## config.mk

```make
export PLATFORM = sky130hd
export DESIGN_NAME = literal_substring_replacer
export DESIGN_NICKNAME = d
export VERILOG_FILES = /design/src/rtl/core/lsr_pkg.sv /design/src/rtl/core/lsr_win_cell.sv /design/src/rtl/core/lsr_out_cell.sv /design/src/rtl/core/literal_substring_replacer.sv
export SDC_FILE = /design/constraint.sdc
export NUM_CORES = 1
export LEC_CHECK = 0
export ABC_AREA = 1
export BUFFER_PORTS_ARGS = -buffer_cell sky130_fd_sc_hd__buf_2
export CAP_MARGIN = 20
export CORE_MARGIN = 2
export CORE_UTILIZATION = 50
export DETAILED_ROUTE_END_ITERATION = 8
export PLACE_DENSITY = 0.76
export SETUP_SLACK_MARGIN = 0.05
export SLEW_MARGIN = 40
export SYNTH_ARGS = -nofsm -noshare
export SYNTH_HDL_FRONTEND = slang
export SYNTH_SLANG_ARGS = --single-unit
```

## constraint.sdc

```tcl
create_clock -name clk_i -period 11.6 [get_ports clk_i]
set_input_delay 0 -clock clk_i [delete_from_list [all_inputs] [get_ports clk_i]]
set_output_delay 0 -clock clk_i [all_outputs]
set_load 0.1 [all_outputs]
```

## src/rtl/core/lsr_pkg.sv

```systemverilog
package lsr_pkg;

  // widest literal the 64-bit byte registers can carry
  localparam int unsigned MaxBytes = 8;
  localparam int unsigned CntW     = 4;

  typedef enum logic [1:0] {
    CFG_PATTERN_BYTES  = 2'd0,
    CFG_PATTERN_LENGTH = 2'd1,
    CFG_REPLACE_BYTES  = 2'd2,
    CFG_REPLACE_LENGTH = 2'd3
  } cfg_reg_e;

  typedef struct packed {
    logic [7:0] text_byte;
    logic       end_of_text;
  } in_beat_t;

  typedef struct packed {
    logic [7:0] out_byte;
    logic       byte_valid;
    logic       last_of_run;
    logic       text_done;
  } out_beat_t;

  // control handed along the window row
  typedef struct packed {
    logic            take;
    logic            shift;
    logic [CntW-1:0] count;
    logic [CntW-1:0] len;
  } win_ctrl_t;

  // control handed along the output queue
  typedef struct packed {
    logic            take;
    logic            pop;
    logic            base;
    logic [CntW-1:0] n_new;
  } que_ctrl_t;

endpackage

```

## src/rtl/core/lsr_win_cell.sv

```systemverilog
module lsr_win_cell
  import lsr_pkg::*;
#(
  parameter int unsigned IDX = 0
) (
  input  logic      clk_i,
  input  win_ctrl_t ctrl_i,
  input  logic [7:0] text_byte_i,
  input  logic [7:0] pat_byte_i,
  input  logic [7:0] nb_byte_i,
  output logic [7:0] cur_byte_o,
  output logic       hit_o
);

  localparam logic [CntW-1:0] Pos = CntW'(IDX);

  logic [7:0] byte_q, byte_d;

  // window view with the incoming byte appended
  assign cur_byte_o = (Pos < ctrl_i.count) ? byte_q : text_byte_i;

  // cells past the pattern length always agree
  assign hit_o = (Pos >= ctrl_i.len) || (cur_byte_o == pat_byte_i);

  // shift towards the oldest slot on a full-window miss, else load the view
  always_comb begin
    byte_d = byte_q;
    if (ctrl_i.take) begin
      byte_d = ctrl_i.shift ? nb_byte_i : cur_byte_o;
    end
  end

  always_ff @(posedge clk_i) begin
    byte_q <= byte_d;
  end

endmodule

```

## src/rtl/core/lsr_out_cell.sv

```systemverilog
module lsr_out_cell
  import lsr_pkg::*;
#(
  parameter int unsigned IDX = 0
) (
  input  logic      clk_i,
  input  que_ctrl_t ctrl_i,
  input  out_beat_t new0_i,
  input  out_beat_t new1_i,
  input  out_beat_t up_i,
  output out_beat_t beat_o
);

  localparam logic [CntW-1:0] Pos = CntW'(IDX);

  out_beat_t beat_q, beat_d;
  logic      in_range;
  logic [CntW-1:0] base_w;

  assign base_w   = {{(CntW-1){1'b0}}, ctrl_i.base};
  assign in_range = ctrl_i.take && (Pos >= base_w) && ((Pos - base_w) < ctrl_i.n_new);

  // load a new beat, else move up one place on a pop
  always_comb begin
    beat_d = beat_q;
    if (in_range) begin
      beat_d = ctrl_i.base ? new1_i : new0_i;
    end else if (ctrl_i.pop) begin
      beat_d = up_i;
    end
  end

  always_ff @(posedge clk_i) begin
    beat_q <= beat_d;
  end

  assign beat_o = beat_q;

endmodule

```

## src/rtl/core/literal_substring_replacer.sv

```systemverilog
// Streaming literal replace: every leftmost, non-overlapping match of the pattern
// (pattern_length bytes, 1..8) in the byte stream is replaced by replace_length bytes
// (0..8, zero deletes). A row of window cells holds the bytes that may still start a
// match and compares them against the pattern in the cycle a byte arrives; the results
// go into a queue of output cells and leave one beat per cycle unless stalled. An input
// byte is taken in the same cycle it is offered whenever at most one result beat would
// remain queued, so an unstalled stream in which each byte yields one beat runs at one
// byte per cycle; a byte that yields n beats (a replacement, or the flush at end of text)
// with n above two (above one if a beat is still queued) stalls the input while the queue
// drains. A byte that yields nothing gives a bare marker beat. Write the configuration
// only while the block is empty; writing pattern_length discards the held window.
module literal_substring_replacer
  import lsr_pkg::*;
#(
  parameter int unsigned MAX_PATTERN = 8,
  parameter int unsigned MAX_REPLACE = 8
) (
  input  logic        clk_i,
  input  logic        rst_ni,
  input  logic        cfg_we_i,
  input  cfg_reg_e    cfg_idx_i,
  input  logic [63:0] cfg_data_i,
  input  logic        in_valid_i,
  output logic        in_stall_o,
  input  in_beat_t    in_data_i,
  output logic        out_valid_o,
  input  logic        out_stall_i,
  output out_beat_t   out_data_o
);

  localparam int unsigned NumWin = (MAX_PATTERN < MaxBytes) ? MAX_PATTERN : MaxBytes;
  localparam int unsigned NumRep = (MAX_REPLACE < MaxBytes) ? MAX_REPLACE : MaxBytes;
  localparam int unsigned NumRes = (NumWin > NumRep) ? NumWin : NumRep;
  localparam int unsigned Depth  = NumRes + 1;
  localparam logic [CntW-1:0] WinLim = CntW'(NumWin);
  localparam logic [CntW-1:0] RepLim = CntW'(NumRep);

  // configuration registers
  logic [63:0]     pat_q, rep_q;
  logic [CntW-1:0] pat_len_q, rep_len_q;

  always_ff @(posedge clk_i or negedge rst_ni) begin
    if (!rst_ni) begin
      pat_q     <= '0;
      pat_len_q <= CntW'(1);
      rep_q     <= '0;
      rep_len_q <= '0;
    end else if (cfg_we_i) begin
      unique case (cfg_idx_i)
        CFG_PATTERN_BYTES:  pat_q     <= cfg_data_i;
        CFG_PATTERN_LENGTH: pat_len_q <= cfg_data_i[CntW-1:0];
        CFG_REPLACE_BYTES:  rep_q     <= cfg_data_i;
        CFG_REPLACE_LENGTH: rep_len_q <= cfg_data_i[CntW-1:0];
      endcase
    end
  end

  // saturated lengths
  logic [CntW-1:0] len_eff, rep_eff;
  assign len_eff = (pat_len_q == '0) ? CntW'(1) :
                   (pat_len_q > WinLim) ? WinLim : pat_len_q;
  assign rep_eff = (rep_len_q > RepLim) ? RepLim : rep_len_q;

  // handshakes
  logic [CntW-1:0] occ_q, occ_d, occ_after;
  logic            pop, take;

  assign out_valid_o = (occ_q != '0);
  assign pop         = out_valid_o && !out_stall_i;
  assign occ_after   = occ_q - {{(CntW-1){1'b0}}, pop};
  assign in_stall_o  = (occ_after > CntW'(1));
  assign take        = in_valid_i && !in_stall_o;

  // window row
  logic [CntW-1:0] cnt_q, cnt_d, cnt_inc;
  logic [7:0]      win_byte [NumWin];
  logic [NumWin-1:0] win_hit;
  logic            full, match, shift;
  win_ctrl_t       wctrl;

  assign cnt_inc = cnt_q + CntW'(1);
  assign full    = (cnt_inc == len_eff);
  assign match   = full && (&win_hit);
  assign shift   = full && !match && !in_data_i.end_of_text;

  assign wctrl.take  = take;
  assign wctrl.shift = shift;
  assign wctrl.count = cnt_q;
  assign wctrl.len   = len_eff;

  for (genvar gi = 0; gi < NumWin; gi++) begin : g_win
    logic [7:0] nb;
    if (gi + 1 < NumWin) begin : g_nb
      assign nb = win_byte[gi+1];
    end else begin : g_end
      assign nb = '0;
    end
    lsr_win_cell #(.IDX(gi)) u_cell (
      .clk_i      (clk_i),
      .ctrl_i     (wctrl),
      .text_byte_i(in_data_i.text_byte),
      .pat_byte_i (pat_q[8*gi +: 8]),
      .nb_byte_i  (nb),
      .cur_byte_o (win_byte[gi]),
      .hit_o      (win_hit[gi])
    );
  end

  // held count
  always_comb begin
    cnt_d = cnt_q;
    if (cfg_we_i && (cfg_idx_i == CFG_PATTERN_LENGTH)) begin
      cnt_d = '0;
    end else if (take) begin
      if (match || in_data_i.end_of_text) begin
        cnt_d = '0;
      end else if (shift) begin
        cnt_d = len_eff - CntW'(1);
      end else begin
        cnt_d = cnt_inc;
      end
    end
  end

  // beats caused by this byte
  logic [CntW-1:0] n_bytes, n_eff;
  always_comb begin
    if (match) begin
      n_bytes = rep_eff;
    end else if (in_data_i.end_of_text) begin
      n_bytes = cnt_inc;
    end else if (full) begin
      n_bytes = CntW'(1);
    end else begin
      n_bytes = '0;
    end
  end
  assign n_eff = (n_bytes == '0) ? CntW'(1) : n_bytes;

  out_beat_t res [NumRes];
  for (genvar gk = 0; gk < NumRes; gk++) begin : g_res
    logic [7:0] wb, rb;
    if (gk < NumWin) begin : g_w
      assign wb = win_byte[gk];
    end else begin : g_nw
      assign wb = '0;
    end
    if (gk < NumRep) begin : g_r
      assign rb = rep_q[8*gk +: 8];
    end else begin : g_nr
      assign rb = '0;
    end
    always_comb begin
      res[gk].byte_valid  = (n_bytes != '0);
      res[gk].out_byte    = (n_bytes == '0) ? 8'd0 : (match ? rb : wb);
      res[gk].last_of_run = (CntW'(gk) == (n_eff - CntW'(1)));
      res[gk].text_done   = res[gk].last_of_run && in_data_i.end_of_text;
    end
  end

  // output queue, cell 0 at the head
  que_ctrl_t qctrl;
  out_beat_t qbeat [Depth];

  assign qctrl.take  = take;
  assign qctrl.pop   = pop;
  assign qctrl.base  = occ_after[0];
  assign qctrl.n_new = n_eff;

  for (genvar gq = 0; gq < Depth; gq++) begin : g_que
    out_beat_t n0, n1, up;
    if (gq < NumRes) begin : g_n0
      assign n0 = res[gq];
    end else begin : g_z0
      assign n0 = '0;
    end
    if (gq >= 1) begin : g_n1
      assign n1 = res[gq-1];
    end else begin : g_z1
      assign n1 = '0;
    end
    if (gq + 1 < Depth) begin : g_up
      assign up = qbeat[gq+1];
    end else begin : g_top
      assign up = '0;
    end
    lsr_out_cell #(.IDX(gq)) u_cell (
      .clk_i (clk_i),
      .ctrl_i(qctrl),
      .new0_i(n0),
      .new1_i(n1),
      .up_i  (up),
      .beat_o(qbeat[gq])
    );
  end

  assign out_data_o = qbeat[0];
  assign occ_d      = occ_after + (take ? n_eff : '0);

  always_ff @(posedge clk_i or negedge rst_ni) begin
    if (!rst_ni) begin
      occ_q <= '0;
      cnt_q <= '0;
    end else begin
      occ_q <= occ_d;
      cnt_q <= cnt_d;
    end
  end

  // queue never overfills
  assert property (@(posedge clk_i) disable iff (!rst_ni) occ_q <= CntW'(Depth))
    else $error("output queue overfilled");

  // held window stays below the pattern length between bytes
  assert property (@(posedge clk_i) disable iff (!rst_ni) cnt_q < len_eff)
    else $error("held window reached pattern length");

  // a taken byte always leaves at least one beat queued
  assert property (@(posedge clk_i) disable iff (!rst_ni) take |=> occ_q != '0)
    else $error("taken byte produced no beat");

  // a run is queued whole, so a head beat that is not last has company
  assert property (@(posedge clk_i) disable iff (!rst_ni)
    out_valid_o && !out_data_o.last_of_run |-> occ_q >= CntW'(2))
    else $error("run split across queue refill");

endmodule
```

# ---- After elaboration in Yosys (flattened, before gate mapping)
# Cells that the tools add are included.
dict set report totals {
  in_bits 80
  elab_cells 256
  output_inout_bits 13
  reg_bits 307
}
dict set report classes {
  n_mux 70
  n_lt_le_gt_ge 37
  reduce_logical 66
  addsub 14
  n_eq_ne 19
}
# operator n
set ops {}
lappend ops {{2-to-1 mux 11 bit} 27}
lappend ops {{2-to-1 mux 8 bit} 31}
lappend ops {{equality test 8 bit} 8}
lappend ops {{2-to-1 mux 4 bit} 11}
lappend ops {{< comparator 4 bit} 9}
lappend ops {{logical AND 1 bit} 32}
lappend ops {{nonzero test 2 bit} 10}
lappend ops {{equality test 3 x 4 -> 1 bit, first input constant} 4}
lappend ops {{greater-or-equal comparator 3 x 4 -> 1 bit, first input constant} 4}
lappend ops {{< comparator 3 x 4 -> 1 bit, first input constant} 4}
lappend ops {{subtractor 3 x 1 -> 4 bit, first input constant} 4}
lappend ops {{greater-or-equal comparator 3 x 1 -> 1 bit, first input constant} 4}
lappend ops {{logical NOT 4 bit} 3}
lappend ops {{logical OR 1 bit} 9}
lappend ops {{equality test 2 x 4 -> 1 bit, first input constant} 2}
lappend ops {{greater-or-equal comparator 1 x 4 -> 1 bit, first input constant} 2}
lappend ops {{greater-or-equal comparator 2 x 4 -> 1 bit, first input constant} 2}
lappend ops {{greater-than comparator 4 bit, second input constant} 2}
lappend ops {{< comparator 1 x 4 -> 1 bit, first input constant} 2}
lappend ops {{< comparator 2 x 4 -> 1 bit, first input constant} 2}
lappend ops {{AND reduction 2 bit} 4}
lappend ops {{AND reduction 8 bit} 1}
lappend ops {{nonzero test 4 bit} 2}
lappend ops {{subtractor 4 x 1 -> 4 bit, second input constant} 2}
lappend ops {{17 further kinds} 25}

# ---- Depth between registers and ports, before layout
# Gate-level depths: netlist of the first run.
dict set report logic_depth {
  word_depth 15
  ltp_mapped 31
  ltp_nobuf 28
}

# ---- Cells and area by module
# A second synthesis of the first run with hierarchy kept.
dict set report unflattened {
  cells_unflattened 2699
  hier_area_um2 19782.7
}
# module instances seq_area_each_um2 area_each_um2 cells_each
set by_module_without_submodules {}
lappend by_module_without_submodules {literal_substring_replacer 1 3604.7 7865.0 1030}
lappend by_module_without_submodules {{lsr_win_cell (g_win[2].u_cell ...)} 2 240.2 714.4 100}
lappend by_module_without_submodules {{lsr_out_cell (g_que[2].u_cell ...)} 2 330.3 680.7 94}
lappend by_module_without_submodules {{lsr_win_cell (g_win[4].u_cell)} 1 240.2 764.5 119}
lappend by_module_without_submodules {{lsr_out_cell (g_que[0].u_cell)} 1 330.3 753.2 103}
lappend by_module_without_submodules {{lsr_out_cell (g_que[8].u_cell)} 1 330.3 734.5 102}
lappend by_module_without_submodules {{lsr_win_cell (g_win[0].u_cell)} 1 240.2 730.7 99}
lappend by_module_without_submodules {{lsr_out_cell (g_que[4].u_cell)} 1 330.3 716.9 99}
lappend by_module_without_submodules {{lsr_win_cell (g_win[5].u_cell)} 1 240.2 713.2 100}
lappend by_module_without_submodules {{lsr_win_cell (g_win[1].u_cell)} 1 240.2 704.4 100}
lappend by_module_without_submodules {{lsr_out_cell (g_que[6].u_cell)} 1 330.3 683.2 95}
lappend by_module_without_submodules {{lsr_out_cell (g_que[1].u_cell)} 1 330.3 675.6 89}
lappend by_module_without_submodules {{lsr_out_cell (g_que[5].u_cell)} 1 330.3 675.6 91}
lappend by_module_without_submodules {{lsr_win_cell (g_win[3].u_cell)} 1 240.2 668.1 103}
lappend by_module_without_submodules {{+2 rows} -- -- -- --}

# ---- Worst setup path after synthesis of the first run
# OpenSTA, ideal clock, no wires.
dict set report synth_path {
  path_kind {flip-flop to flip-flop}
  startpoint {register cnt_q[1]}
  endpoint {register g_que[0].u_cell.beat_q, in the netlist g_que[0].u_cell.beat_o[0], enable pin}
  required_ps 11255
  n_path_buf 4
  period_less_slack_ps 4193
  path_slack_ps 7407
  t_arrival_ps 3848
  setup_ps 345
  stages_incl_launch_ff 27
  path_cell_list {dfrtp_1 > inv_1 > buf_2 > ha_1 > buf_4 > inv_2 > nand2_2 > buf_4 > nand3_1 > nand2_1 > nand2_1 > nand2_1 > nand2_1 > nor2_1 > nand2_1 > nand2_1 > nand2_1 > nor2_2 > nand3_2 > nand2_1 > nand2_1 > ha_1 > inv_1 > a2111oi_0 > nand2_2 > buf_6 > nand2_1}
}
dict set report synth_between {
  elab_chain_cells 12
  word_cells_on_any_way 44
  classes_between {add/sub (1); order compare (9); eq/ne (9); mux (12); reduce/logical (13)}
}
# element line
set synth_lines {}
lappend synth_lines {{from (decl)} literal_substring_replacer.sv:75} ;# logic [CntW-1:0] cnt_q, cnt_d, cnt_inc;
lappend synth_lines {{from (signal assigned)} literal_substring_replacer.sv:206} ;# cnt_q <= cnt_d;
lappend synth_lines {{< comparator 1 x 4 -> 1 bit (tied with other cells)} lsr_win_cell.sv:20} ;# assign cur_byte_o = (Pos < ctrl_i.count) ? byte_q : text_byte_i;
lappend synth_lines {{2-to-1 mux 8 bit} lsr_win_cell.sv:20}
lappend synth_lines {{equality test 8 bit} lsr_win_cell.sv:23} ;# assign hit_o = (Pos >= ctrl_i.len) || (cur_byte_o == pat_byte_i);
lappend synth_lines {{logical OR 1 bit} lsr_win_cell.sv:23}
lappend synth_lines {{AND reduction 8 bit} literal_substring_replacer.sv:83} ;# assign match = full && (&win_hit);
lappend synth_lines {{logical AND 1 bit} literal_substring_replacer.sv:83}
lappend synth_lines {{2-to-1 mux 4 bit *} literal_substring_replacer.sv:128} ;# if (match) begin
lappend synth_lines {{logical NOT 4 bit} literal_substring_replacer.sv:138} ;# assign n_eff = (n_bytes == '0) ? CntW'(1) : n_bytes;
lappend synth_lines {{2-to-1 mux 4 bit *} literal_substring_replacer.sv:138}
lappend synth_lines {{< comparator 4 bit *} lsr_out_cell.sv:21} ;# assign in_range = ctrl_i.take && (Pos >= base_w) && ((Pos - base_w) < ctrl_i.n_new);
lappend synth_lines {{logical AND 1 bit *} lsr_out_cell.sv:21}
lappend synth_lines {{nonzero test 2 bit (no source line) *} --}
lappend synth_lines {{to (signal assigned)} lsr_out_cell.sv:34} ;# beat_q <= beat_d;
lappend synth_lines {{to (decl)} lsr_out_cell.sv:16} ;# out_beat_t beat_q, beat_d;
# Every way passes the cells marked *; elsewhere a longest branch is shown, timed or not.
# A chain may end at the register's enable or synchronous reset.

# ---- Worst setup path after layout of the first run
dict set report layout_path {
  startpoint {register cnt_q[3]}
  endpoint {register g_que[0].u_cell.beat_q, in the netlist g_que[0].u_cell.beat_o[7], enable pin}
}
# Same word-level chain as after synthesis.

==> metrics, run 1 <==
status finished clean; initial antenna violation count 0; Post-synth EDFFs 163; CP startpoint cnt_q[3]; R2R Setup Slk roughly 6.1 ns; top_reg_cell synth edfxtp_1; power per standard cell area 215.7 nW/um^2; delay-heaviest family, CP simple AND/OR/NAND/NOR gates; H-tree lvl count 2; drt drc 0; RSZ-0062 raised after global routing false; drt first pass iters 6; final WL 48.40 mm; post-route ant nets 0; crit path launch type flip-flop; DR iter-0 viols 1577; Buffers & Inverters on Critical Path 3; crit path time final 5.459 ns; global-route usage over all layers 0.2745; Layout Skew 0.01469 ns; root buffer cell clkbuf_16; fmax between 150 and 200 MHz; postcts setup bufs 0; CP arrival 5.63 ns; Max-Cap Viols 0; diodes inserted 0; Core ar. 33620 sq um; count of final setup violators 0; chip width between 150 and 200 microns; Syn. warnings 0; crit path capture g_que[0].u_cell.beat_o[7]; I/O pins 93; met3 usage 0.03559; Slowest cell on crit path dfrtp_1; CP Cell Sequence nor2_8 > nand2_1 > inv_1 > nand2_1 > nand2_1 > nand2_1 > nand2_1 > nand2_1 > nor2_1 > nand2_1 > nand2_1 > nand2_1 > nor2_4 > nand3_4 > nand2_1 > nand2_1 > ha_1 > inv_1 > a2111oi_2 > buf_4 > nand2_2 > nand2_1; syn avg cell area 7.767 sq um; Num CTS Buffers 36; Die Y 188.9 microns; final setup TNS 0 ns; global-route met1 utilization 0.3648; TritonCTS clock tree done; worst r2r dst g_que[0].u_cell.beat_o[7]; clk sink count approximately 310; maximum clock path buffer count 3; number of global-route vias before repair 14.32k; largest net degree at the start of global routing between 90 and 100; Synth area leaders edfxtp_1, dfrtp_1, nand2_1, o21ai_0, inv_1; post-synth cell types 47; die area 35690 sq um; Initial Util 0.5085; fin crit share 0.4706; cell mode on critical path nand2_1; Filler Cells Inserted 2977; worst hold path class primary input to flip-flop; Worst slew margin 0.4396; gpl congestion 0.9467; Worst EP required 11.77 ns; post-synthesis sequential area ratio 0.4972; cell taking the most area after synthesis edfxtp_1; fin worst setup slack 6.141 ns; GRT Max-Usage Layer met2; Crit Path Max Fanout 41; via count between 10k and 15k; share of synthesized registers carrying an async set or reset 0.4691; CP endpoint kind flip-flop; RR Startpoint cnt_q[3]; Yosys top cell area share 0.2863; final slew viol count 0; Final Hold Fails 0; Synth Register Bits between 300 and 400; Reg2Reg Depth 22; worst slew pin tran 0.8375 ns; nets@finish approximately 2.4k; DR WL/cell around 17 microns; WS Path Type flip-flop to flip-flop; layout cell share with drive strength beyond 1 0.09333; Max rail drop VDD 0.1321 mV; Post-Syn Nets between 2k and 2.5k; Synth-to-Final Area Change 13.96%; clock slew at reported path FFs approximately 0.060 ns; critical path depth 22; Leak 0.009311 uW; hpwl dp 34.08 mm; first-pass GRT wire length about 77 mm; clk_lat worst skew approximately 0.52 ns; Placement Setup Slack roughly 6.3 ns; vias per cell between 5 and 6; I/O Buffers 92; delay of the slowest critical-path stage 0.65 ns; std cell rows 67; grt ovf 0; Mapped Cells between 2k and 2.5k; post-synthesis instance area 17100 sq um; met2 Use GR 0.4452
state kept, by name (all words and copies together), names as in the netlist:
| signal | flops |
|---|---|
| cnt_q | 4 |
| g_que.u_cell.beat_o | 99 |
| g_win.u_cell.byte_q | 64 |
| occ_q | 4 |
| pat_len_q | 4 |
| pat_q | 64 |
| rep_len_q | 4 |
| rep_q | 64 |
layer usage:
layer | up-vias | part of all wire
met5 | - | 0
met4 | 0 | 0.051
met3 | 127 | 0.070
met2 | 630 | 0.46
met1 | 6903 | 0.42
li1 | 7332 | -
through the flow:
step	cells	total power [uW]	utilization	area, sq um	hold WS [ns]
6_report	2773	4202	0.5796	19480	0.05846
5_1_grt	2773	4470	0.5796	19480	0.07417
4_1_cts	2773	4202	0.5796	19480	0.03409
3_5_place_dp	2644	3105	0.5269	17710	0.07051
3_3_place_gp	2644	3063	0.5264	17700	0.05364
2_1_floorplan	2201	2732	-	17100	-0.2956
power breakdown:
part | switching, uW | internal (uW)
clock network | 441 | 632
logic | 1110 | 418
registers | 117 | 1480
total | 1670 | 2530
cell usage in the layout, fill, tap and decap left out, types with 11 or more instances in the layout:
cell and count:
inv_2 12, edfxtp_1 163, dlygate4sd3_1 66, o21ai_0 304, clkbuf_16 40, nand2_1 817, nand3b_1 22, buf_2 91
clkbuf_1 11, nand2_2 16, dfrtp_1 143, nand3_1 135, a21oi_1 21, buf_4 11, nand4_1 20, nor2_1 79
ha_1 18, inv_1 227, o22a_1 11, o21ai_1 22
worst min-delay path: cells and delay by family:
family,cells,cell delay [ns]
buffers and inverters,1,0.11
AOI/OAI and AO/OA,1,0.12
and+or+nand+nor,1,0.29
cell families (layout without fill, tap and decap cells):
group	Yosys count	count (layout)	synth area share
AO/OA/AOI/OAI	390	390	0.1214
XOR/XNOR	15	15	0.007685
adder cells (fa/ha/maj)	20	20	0.01508
buffers and inverters	354	478	0.08614
flip-flops	307	307	0.4972
AND/OR/NAND/NOR	1115	1115	0.2725
cell usage after synthesis (2+ instances only):
| cell | count |
|---|---|
| buf_2 | 20 |
| ha_1 | 19 |
| nand2_1 | 819 |
| o21ai_0 | 304 |
| a31oi_1 | 9 |
| or2_2 | 5 |
| nor3_1 | 2 |
| buf_6 | 9 |
| o22a_1 | 11 |
| inv_2 | 9 |
| inv_1 | 228 |
| o31ai_1 | 2 |
| clkinv_1 | 6 |
| nand4_1 | 20 |
| o21ai_1 | 22 |
| buf_4 | 13 |
| o211ai_1 | 3 |
| nor2_1 | 79 |
| nand3_2 | 5 |
| nor2_2 | 4 |
| xnor2_1 | 7 |
| xor2_1 | 8 |
| nand3_1 | 136 |
| dfrtp_1 | 143 |
| nand2_2 | 15 |
| o21a_1 | 3 |
| o22ai_1 | 4 |
| edfxtp_1 | 163 |
| o21ai_2 | 5 |
| nand3b_1 | 22 |
| clkbuf_1 | 65 |
| nand2_4 | 4 |
| a21oi_1 | 21 |
| buf_1 | 3 |
layout make-up:
class	instances	area, sq um	area share
sequential	307	8499	0.4363
timing repair buffer	171	1232	0.06326
inverter	244	918.4	0.04714
tap	448	560.5	0.02877
clock buffer	52	1056	0.05420
clock inverter	11	53.80	0.002762
multi-input combinational	1540	7162	0.3676
how the worst min path moves through the flow:
stage | start | endpoint | slack, ns | cells past startpoint
floorplan | rst_ni | cnt_q[0] | -0.30 | 0
global route | in_data_i[8] | g_win[3].u_cell.byte_q[7] | 0.07 | 5
detailed placement | rst_ni | rep_q[17] | 0.07 | 1
global placement | rst_ni | rep_q[17] | 0.05 | 1
finish | cfg_idx_i[0] | rep_len_q[3] | 0.06 | 3
CTS | in_data_i[8] | g_win[3].u_cell.byte_q[7] | 0.03 | 5
repair_timing:
action / in CTS / in global routing
hold buffers: 66 / 0
endpoints found under the hold margin: 203 / 0
gates resized for setup: 0 / 0
Power figures use the tool's default switching activity.
==> run 2, diff against run 1 <==
PLACE_DENSITY = 0.79   (was 0.76)
clock period = 4.6 ns   (was 11.6 ns; I/O delays follow)
==> metrics, run 2 (synthesis results as in run 1) <==
worst hold path class primary input to flip-flop; Crit Path Max Fanout 37 (-9.8%); largest net degree at the start of global routing 129 (+33%); most common cell after layout, fill and taps aside nand2_1; clock slew at reported path FFs 0.06 ns (about the same); Slowest cell on crit path o21ai_0; RSZ-0062 raised after global routing false; I/O Buffers 92 (unchanged); CP Cell Sequence nor2_8 > nand2_1 > buf_4 > nand2_1 > nand2_1 > nand2_1 > nand2_1 > nand2_1 > nor2_1 > nand2_1 > nand2_1 > nand2_1 > nor2_4 > nand3_4 > buf_4 > inv_2 > buf_16 > o21ai_0 > nand3_1 > o21ai_1 > nand4_1 > nand2_1; count of final setup violators 0 (unchanged); std cell rows 67 (unchanged); H-tree lvl count 2 (unchanged); status finished clean; die area 35690 sq um (unchanged); Num CTS Buffers 35 (-2.8%); Synth-to-Final Area Change 15.89%; WS Path Type flip-flop to flip-flop; Max-Cap Viols 0 (unchanged); Reg2Reg Depth 22 (unchanged); final slew viol count 0 (unchanged); Worst EP required 5.00 ns (-6.77 ns); via count 15.31k (+2.1%); drt drc 0 (unchanged); fin worst setup slack 0.3111 ns (-5.830 ns); Worst Hold Depth 3 (unchanged); nets@finish 2424 (+1.0%); CP arrival 4.69 ns (-0.94 ns); DR WL/cell 17.34 microns (-0.66%); Max rail drop VDD 0.3898 mV (+200%); CP endpoint kind flip-flop; GRT Max-Usage Layer met2; DR iter-0 viols 1858 (+18%); initial antenna violation count 0 (unchanged); Core ar. 33620 sq um (unchanged); final instance area 19810 sq um (+1.7%); max FFs per register 99 (unchanged); crit path time final 4.289 ns (-1.170 ns); Die Y 188.9 microns (unchanged); Layout Skew 0.01666 ns (+0.001967 ns); hpwl dp 33.57 mm (-1.5%); gpl congestion 0.9153 (-3.3%); met3 usage 0.03262 (-0.002966); grt ovf 0 (unchanged); Placement Setup Slack -0.05138 ns (-6.302 ns); Final Hold Fails 0 (unchanged); global-route met1 utilization 0.3643 (-0.0004661); vias per cell 5.475 (+1.3%); root buffer cell clkbuf_16; fin crit share 0.9324 (+0.4618); post-route ant nets 0 (unchanged); clk_lat worst skew 0.53 ns (about the same); global-route usage over all layers 0.2704 (-0.004059); placed inst area 17880 sq um (+0.95%); TritonCTS clock tree done; Initial Util 0.5085 (unchanged); Worst slew margin 0.4075 (-0.03216); commonest cells after routing, fill and taps aside nand2_1, o21ai_0, inv_1; delay of the slowest critical-path stage 0.72 ns (+0.07 ns); layout cell share with drive strength beyond 1 0.1086 (+0.01522); clk sink count 307 (unchanged); drt first pass iters 6 (unchanged); cell mode on critical path nand2_1; power per standard cell area 543.6 nW/um^2 (+150%); Filler Cells Inserted 2911 (-2.2%); diodes inserted 0 (unchanged); crit path launch type flip-flop; maximum clock path buffer count 3 (unchanged); I/O pins 93 (unchanged); final WL 48.50 mm (+0.20%); number of global-route vias before repair 14.32k (+0.035%); chip width 188.9 microns (unchanged); worst slew pin tran 0.8795 ns (+0.04204 ns); fmax 233.2 MHz (+27%); met2 Use GR 0.4428 (-0.002395); first-pass GRT wire length 76.49 mm (-0.32%); Leak 0.009464 uW (+1.6%)
-- run 2: what timing repair did --
item                                    4_1_cts  5_1_grt
buffers inserted                              0        2
hold buffers                                 67        0
endpoints found under the hold margin       280        0
pin swaps                                     0        4
resized for setup                             1       18
gates cloned                                  0        2
endpoints found under the setup margin       11      160
-- run 2: final timing paths --
path / to / startpoint / slack (ns)
min: rep_len_q[0] / cfg_idx_i[0] / 0.04
max reg2reg: g_que[4].u_cell.beat_o[3] / cnt_q[2] / 0.31
min reg2reg: rep_q[40] / rep_q[40] / 0.48
min in group asynchronous: pat_q[45] / rst_ni / 0.09
max: g_que[4].u_cell.beat_o[3] / cnt_q[2] / 0.31
max in group asynchronous: pat_q[6] / rst_ni / 4.01
-- run 2: where the power goes --
| part | internal, uW | switching [uW] | total [uW] |
|---|---|---|---|
| Clock | 1570 | 1140 | 2710 |
| Sequential | 3740 | 299 | 4040 |
| Combinational | 1130 | 2890 | 4020 |
| Total | 6450 | 4320 | 10800 |
-- run 2: routing by layer --
metal / share of wire / up-vias
met1: 0.41 / 7085
met2: 0.46 / 690
met3: 0.080 / 149
met5: 0 / -
met4: 0.048 / 0
li1: - / 7389
-- run 2: critical path, delay by kind of cell, from the launching register on --
family                 cells  cell delay [ns]
buffers and inverters      4             0.90
flip-flops                 1             0.53
AO/OA/AOI/OAI              2             0.83
AND/OR/NAND/NOR           16             1.85
-- run 2: stage by stage --
| step | instances | utilization | power [uW] | hold slack, ns | TNS (ns) |
|---|---|---|---|---|---|
| floorplan | 2201 | - | 6890 | -0.2956 | 0 |
| global placement | 2663 | 0.5318 | 7833 | -0.1551 | 0 |
| detailed placement | 2663 | 0.5319 | 7933 | -0.1551 | -0.5635 |
| CTS | 2792 | 0.5849 | 10690 | 0.01002 | 0 |
| global route | 2797 | 0.5893 | 11400 | 0.07000 | 0 |
| finish | 2797 | 0.5893 | 10770 | 0.03561 | 0 |
-- run 2: layout make-up --
cell class                 count  area, sq um  area share
inverter                     244        920.9     0.04648
sequential                   307         8503      0.4292
clock inverter                13        75.07    0.003789
timing repair buffer         195         1496     0.07553
tap                          448        560.5     0.02829
multi-input combinational   1541         7223      0.3646
clock buffer                  49         1032     0.05210
